===== config.mk =====
export PLATFORM = sky130hd
export DESIGN_NAME = utf8_stream_decoder
export DESIGN_NICKNAME = d
export VERILOG_FILES = /design/src/hw/rtl/u8sd_pkg.sv /design/src/hw/rtl/u8sd_decode.sv /design/src/hw/rtl/u8sd_out_buf.sv /design/src/hw/rtl/utf8_stream_decoder.sv
export VERILOG_INCLUDE_DIRS = /design/src /design/src/hw/rtl
export SDC_FILE = /design/constraint.sdc
export NUM_CORES = 1
export LEC_CHECK = 0
export BUFFER_PORTS_ARGS = -buffer_cell sky130_fd_sc_hd__buf_4
export CAP_MARGIN = 10
export CORE_MARGIN = 1.5
export CORE_UTILIZATION = 35
export DETAILED_ROUTE_END_ITERATION = 10
export SLEW_MARGIN = 20
export SYNTH_ARGS = -nofsm -noshare
export SYNTH_HDL_FRONTEND = slang
export SYNTH_SLANG_ARGS = --single-unit

===== constraint.sdc =====
create_clock -name aclk -period 7.5 [get_ports aclk]
set_clock_uncertainty 0.05 [all_clocks]
set_input_delay 1.125 -clock aclk [delete_from_list [all_inputs] [get_ports aclk]]
set_output_delay 1.125 -clock aclk [all_outputs]
set_load 0.03 [all_outputs]

===== src/hw/rtl/utf8_stream_decoder_assert.svh =====
// Assertion macros shared by the decoder RTL.
`ifndef UTF8_STREAM_DECODER_ASSERT_SVH
`define UTF8_STREAM_DECODER_ASSERT_SVH

// Same-cycle implication, checked out of reset.
`define U8SD_ASSERT_NOW(label, clk, rstn, ante, cons, msg) \
    label: assert property (@(posedge clk) disable iff (!(rstn)) (ante) |-> (cons)) \
        else $error(msg);

// Next-cycle implication, checked out of reset.
`define U8SD_ASSERT_NEXT(label, clk, rstn, ante, cons, msg) \
    label: assert property (@(posedge clk) disable iff (!(rstn)) (ante) |=> (cons)) \
        else $error(msg);

`endif


===== src/hw/rtl/u8sd_pkg.sv =====
`timescale 1ns / 1ps

package u8sd_pkg;

    localparam int NumSlots = 3;
    localparam int CpWidth  = 21;

    localparam logic [CpWidth-1:0] Replacement = 21'h00FFFD;

    typedef struct packed {
        logic [CpWidth-1:0] code_point;
        logic               is_replacement;
        logic               last_of_run;
    } result_t;

    typedef struct packed {
        logic [1:0]                count;
        result_t [NumSlots-1:0]    slot;
    } dec_out_t;

    typedef struct packed {
        logic               emit;
        logic               is_replacement;
        logic [CpWidth-1:0] code_point;
        logic               opens;
        logic [CpWidth-1:0] partial;
        logic [1:0]         remaining;
    } lead_t;

    function automatic lead_t lead_decode(input logic [7:0] b);
        lead_t ld;
        ld = '0;
        if (b[7] == 1'b0) begin
            ld.emit       = 1'b1;
            ld.code_point = {13'd0, b};
        end else if (b[7:5] == 3'b110) begin
            ld.opens     = 1'b1;
            ld.partial   = {16'd0, b[4:0]};
            ld.remaining = 2'd1;
        end else if (b[7:4] == 4'b1110) begin
            ld.opens     = 1'b1;
            ld.partial   = {17'd0, b[3:0]};
            ld.remaining = 2'd2;
        end else if (b[7:3] == 5'b11110) begin
            ld.opens     = 1'b1;
            ld.partial   = {18'd0, b[2:0]};
            ld.remaining = 2'd3;
        end else begin
            ld.emit           = 1'b1;
            ld.is_replacement = 1'b1;
            ld.code_point     = Replacement;
        end
        return ld;
    endfunction

endpackage


===== src/hw/rtl/u8sd_decode.sv =====
`timescale 1ns / 1ps

module u8sd_decode
    import u8sd_pkg::*;
(
    input  logic [7:0]         text_byte,
    input  logic               end_of_text,
    input  logic [CpWidth-1:0] partial,
    input  logic [1:0]         remaining,
    output logic [CpWidth-1:0] partial_next,
    output logic [1:0]         remaining_next,
    output dec_out_t           dec
);

    lead_t      ld;
    logic [1:0] n;
    logic       do_lead;

    assign ld = lead_decode(text_byte);

    always_comb begin
        dec            = '0;
        n              = '0;
        do_lead        = 1'b0;
        partial_next   = partial;
        remaining_next = remaining;

        if (remaining != 2'd0) begin
            if (text_byte[7:6] == 2'b10) begin
                partial_next   = {partial[CpWidth-7:0], text_byte[5:0]};
                remaining_next = remaining - 2'd1;
                if (remaining_next == 2'd0) begin
                    dec.slot[n].code_point = partial_next;
                    n            = n + 2'd1;
                    partial_next = '0;
                end
            end else begin
                dec.slot[n].code_point     = Replacement;
                dec.slot[n].is_replacement = 1'b1;
                n              = n + 2'd1;
                partial_next   = '0;
                remaining_next = 2'd0;
                do_lead        = 1'b1;
            end
        end else begin
            do_lead = 1'b1;
        end

        if (do_lead) begin
            if (ld.emit) begin
                dec.slot[n].code_point     = ld.code_point;
                dec.slot[n].is_replacement = ld.is_replacement;
                n = n + 2'd1;
            end
            if (ld.opens) begin
                partial_next   = ld.partial;
                remaining_next = ld.remaining;
            end
        end

        // sequence still open at end of text
        if (end_of_text && remaining_next != 2'd0) begin
            dec.slot[n].code_point     = Replacement;
            dec.slot[n].is_replacement = 1'b1;
            n              = n + 2'd1;
            partial_next   = '0;
            remaining_next = 2'd0;
        end

        if (n != 2'd0) begin
            dec.slot[n - 2'd1].last_of_run = 1'b1;
        end
        dec.count = n;
    end

endmodule


===== src/hw/rtl/u8sd_out_buf.sv =====
`timescale 1ns / 1ps

`include "utf8_stream_decoder_assert.svh"

module u8sd_out_buf
    import u8sd_pkg::*;
(
    input  logic     aclk,
    input  logic     aresetn,
    input  logic     load,
    input  dec_out_t dec,
    output logic     can_load,
    output logic     out_valid,
    input  logic     out_ready,
    output result_t  out_result
);

    result_t [NumSlots-1:0] slot_reg;
    logic [1:0]             cnt_reg, cnt_next;
    logic [1:0]             rd_reg, rd_next;
    logic                   take;

    assign out_valid  = (cnt_reg != 2'd0);
    assign take       = out_valid && out_ready;
    assign can_load   = (cnt_reg == 2'd0) || (cnt_reg == 2'd1 && out_ready);
    assign out_result = slot_reg[rd_reg];

    always_comb begin
        cnt_next = cnt_reg;
        rd_next  = rd_reg;
        if (load) begin
            cnt_next = dec.count;
            rd_next  = 2'd0;
        end else if (take) begin
            cnt_next = cnt_reg - 2'd1;
            rd_next  = rd_reg + 2'd1;
        end
    end

    always_ff @(posedge aclk) begin
        if (!aresetn) begin
            cnt_reg <= '0;
            rd_reg  <= '0;
        end else begin
            cnt_reg <= cnt_next;
            rd_reg  <= rd_next;
        end
    end

    always_ff @(posedge aclk) begin
        if (load) begin
            slot_reg <= dec.slot;
        end
    end

    `U8SD_ASSERT_NOW(a_last_on_final, aclk, aresetn, cnt_reg == 2'd1, out_result.last_of_run, "final result of a byte lacks last flag")
    `U8SD_ASSERT_NOW(a_no_early_last, aclk, aresetn, cnt_reg > 2'd1, !out_result.last_of_run, "last flag set before final result")
    `U8SD_ASSERT_NOW(a_load_when_free, aclk, aresetn, load, can_load, "result buffer overwritten while occupied")

endmodule


===== src/hw/rtl/utf8_stream_decoder.sv =====
`timescale 1ns / 1ps

// Channel  | Dir | tdata                       | tuser             | tlast
// s_       | in  | [7:0] text_byte             | -                 | end_of_text
// m_       | out | [20:0] code_point, 0 padded | [0] is_replacement| last_of_run
//
// One byte is accepted per cycle while m_tready is high and each byte gives
// at most one result. A byte that gives two results holds the input while
// more than one of them waits in the buffer; the result buffer drains one transfer per cycle
// while m_tready is high. Each byte passes the input register, then the
// result buffer. aresetn is synchronous; it clears both valid stages
// and the partial code point. m_tready low stalls the buffer and, one byte
// later, the input.

`include "utf8_stream_decoder_assert.svh"

module utf8_stream_decoder
    import u8sd_pkg::*;
(
    input  logic        aclk,
    input  logic        aresetn,
    input  logic        s_tvalid,
    output logic        s_tready,
    input  logic [7:0]  s_tdata,   // [7:0] text_byte
    input  logic        s_tlast,
    output logic        m_tvalid,
    input  logic        m_tready,
    output logic [23:0] m_tdata,   // [20:0] code_point, [23:21] zero
    output logic        m_tuser,   // [0] is_replacement
    output logic        m_tlast
);

    logic               s1_valid_reg;
    logic [7:0]         s1_byte_reg;
    logic               s1_eot_reg;
    logic [CpWidth-1:0] partial_reg, partial_next;
    logic [1:0]         remaining_reg, remaining_next;
    dec_out_t           dec;
    logic               can_load;
    logic               advance;
    result_t            res;

    assign advance  = s1_valid_reg && can_load;
    assign s_tready = !s1_valid_reg || advance;

    always_ff @(posedge aclk) begin
        if (!aresetn) begin
            s1_valid_reg  <= 1'b0;
            partial_reg   <= '0;
            remaining_reg <= '0;
        end else begin
            if (s_tready) begin
                s1_valid_reg <= s_tvalid;
            end
            if (advance) begin
                partial_reg   <= partial_next;
                remaining_reg <= remaining_next;
            end
        end
    end

    always_ff @(posedge aclk) begin
        if (s_tvalid && s_tready) begin
            s1_byte_reg <= s_tdata;
            s1_eot_reg  <= s_tlast;
        end
    end

    u8sd_decode u_decode (
        .text_byte      (s1_byte_reg),
        .end_of_text    (s1_eot_reg),
        .partial        (partial_reg),
        .remaining      (remaining_reg),
        .partial_next   (partial_next),
        .remaining_next (remaining_next),
        .dec            (dec)
    );

    u8sd_out_buf u_out_buf (
        .aclk       (aclk),
        .aresetn    (aresetn),
        .load       (advance),
        .dec        (dec),
        .can_load   (can_load),
        .out_valid  (m_tvalid),
        .out_ready  (m_tready),
        .out_result (res)
    );

    assign m_tdata = {3'b000, res.code_point};
    assign m_tuser = res.is_replacement;
    assign m_tlast = res.last_of_run;

    `U8SD_ASSERT_NEXT(a_eot_closes, aclk, aresetn, advance && s1_eot_reg, remaining_reg == 2'd0, "sequence left open after end of text")
    `U8SD_ASSERT_NEXT(a_silent_mid_seq, aclk, aresetn, advance && dec.count == 2'd0, remaining_reg != 2'd0, "byte dropped without an open sequence")

endmodule

==> impl_metrics.yaml <==
status:
  status: "finished clean"
floorplan:
  fp.dieH_um: 99.5
  die_area_sq_um: 9900
  num_io_pins: 41
  std_cell_rows: 35
  design.core.area_sq_um: 9150
  die_x_um: 99.5
  start_util_pct: 35.6
sta:
  finalCritPeriodShare_pct: 45.9
  finalHoldViolations: 0
  fmax_mhz: 291
  whs_ps: 414
  finalSetupViolCount: 0
  setup_tns_ps: 0
  rsz0062_at_grt: "no"
  worst_slew_pin_slew_ps: 914
  post-route-min-period_ps: 3440
  finalMaxSlewViolations: 0
  slew_headroom_pct: 38.7
critical_path:
  worst-setup-path-type: "reg -> out"
  rr_worst_depth: 8
  end_kind: "output pin"
  cp_max_fo: 13
  startpoint_type: "register"
  crit_arrival_ps: 2260
  required_ps: 6320
flow_run:
  cap_violations: 0
cts:
  cts_sinks: 65
  clkTransAtPathRegs_ps: 70
  cts_buffer_depth: 2
  hold_buffers: 0
  cts_root_buf: "clkbuf_8"
  cts-buffers-inserted: 9
  post_cts_resized: 0
  htree_levels: 3
  post_cts_buffers: 0
  clk_latency_ps: 340
  tritoncts: "yes"
final_layout:
  antennaDiodeCount: 0
  layout-drive-gt1-share_pct: 21.3
  final.fill_count: 844
  largest_reg_flops: 34
  final_area_sq_um: 3830
  syn2layout_area_growth_pct: 17.5
  nNetsFinal: 358
pwr:
  p_int_mw: 0.796
  p_per_area_nw_per_um2: 320
  p_sw_mw: 0.431
  seqPwrFrac_pct: 39.5
  finalPower_mw: 1.23
  vdd_drop_max_v: 0.000112
  pwr-share-comb_pct: 35.3
  clkPwrFrac_pct: 25.2
  p_leak_nw: 1.52
  p_sw_share_pct: 35.1
placement:
  portBuffers: 37
  dp_hpwl_mm: 4.88
  gp_congestion: 0.862
  place_area_sq_um: 3610
hold_path:
  hold_class: "reg -> reg"
  hold_depth: 1
synth:
  yosys.area.top_type: "edfxtp_1"
  ys_ff_latch: 65
  synth-seq-area-share_pct: 53.1
  synth_edf_count: 43
  synth-async-reset-ratio_pct: 0
  synth_common_cells: "43 x edfxtp_1, 27 x nand2_1, 25 x o21ai_0"
  synthTopCellsByArea: "edfxtp_1 40%, dfxtp_1 14%, o21ai_0 3.8%"
  avgSynthCellArea_sq_um: 10.8
  yosysTopAreaCellShare_pct: 39.6
  synth_flop_cell: "edfxtp_1"
  yosys.cell_count.top_type: "edfxtp_1"
  ys_types: 60
  synth_area_sq_um: 3260
  ys_warn_count: 0
  synthCells: 303
route:
  via_per_inst: 5.30
  drt_iter0_markers: 93
  routed_wl_mm: 6.76
  drtPass1Iterations: 4
  ant_nets: 0
  wl_per_cell_um: 14.9
  drc_errors: 0
  dr_total_vias: 2402
grt:
  antenna_found_initial: 0
  grt_overflow: 0
  grt_pass1_vias: 2273
  grtUsageTotal_pct: 14.6
  grt_max_degree: 38
  grt_pass1_wl_mm: 11.3
==> worst max-delay path: stages (launching register included) <==
cell	delay (ps)
dfxtp_1	570
nor2b_1	520
nand2_1	100
o21ai_1	420
a21o_1	160
buf_4	160
==> through the flow <==
stage | setup slack, ps | utilization, % | std cells
after CTS | 3970 | 41.8 | 453
after global routing | 3760 | 41.9 | 453
after floorplan | 4670 | - | 305
final | 4060 | 41.9 | 453
after detailed placement | 4200 | 39.4 | 437
after global placement | 4330 | 39.4 | 437
==> metal layers <==
metal | GRT usage (%) | routed length, um | vias to the layer above
li1 | - | - | 1207
met1 | 19.5 | 3200 | 1126
met2 | 22.0 | 3080 | 61
met3 | 3.51 | 346 | 8
met4 | 7.69 | 132 | 0
met5 | 0 | 0 | -
==> kinds of logic after synthesis <==
logic type               share of synthesized area [%]
AND/OR/NAND/NOR                                   16.0
AO/OA/AOI/OAI                                     21.1
multiplexers                                      1.92
buffers and inverters                             4.14
other                                            0.115
flip-flops                                        53.1
XOR/XNOR                                         0.537
adder cells (fa/ha/maj)                           3.07
==> final timing paths <==
kind	start	endpoint	slack [ps]
max	u_out_buf.rd_reg[0]	m_tdata[14]	4060
max reg2reg	s1_byte_reg[7]	u_out_buf.slot_reg[23]	4220
min	partial_reg[11]	partial_reg[11]	410
min reg2reg	partial_reg[11]	partial_reg[11]	410
==> final cells by class <==
class                      instances  area (sq um)  share of cell area, %
clock buffer                      14           183                   4.77
inverter                          13          48.8                   1.27
tap                              111           139                   3.63
clock inverter                     2          33.8                  0.882
timing repair buffer              38           285                   7.45
multi-input combinational        210          1410                   36.8
sequential                        65          1730                   45.2
==> cell usage in the layout, fill, tap and decap left out, drive strengths merged, types with 10 or more instances in the layout <==
cell and count:
o21ai 29, edfxtp 43, clkbuf 14, buf 38
nor2 20, a21oi 20, nand2 27, a21o 10
a32o 14, inv 13, dfxtp 22
==> power groups by stage <==
| stage | clock, mW | combinational (mW) | sequential (mW) |
|---|---|---|---|
| 2_1_floorplan | 0 | 0.313 | 0.475 |
| 3_3_place_gp | 0 | 0.432 | 0.492 |
| 3_5_place_dp | 0 | 0.436 | 0.492 |
| 4_1_cts | 0.318 | 0.438 | 0.485 |
| 5_1_grt | 0.334 | 0.472 | 0.491 |
| 6_report | 0.309 | 0.434 | 0.485 |
(Power assumes the default switching activity.)
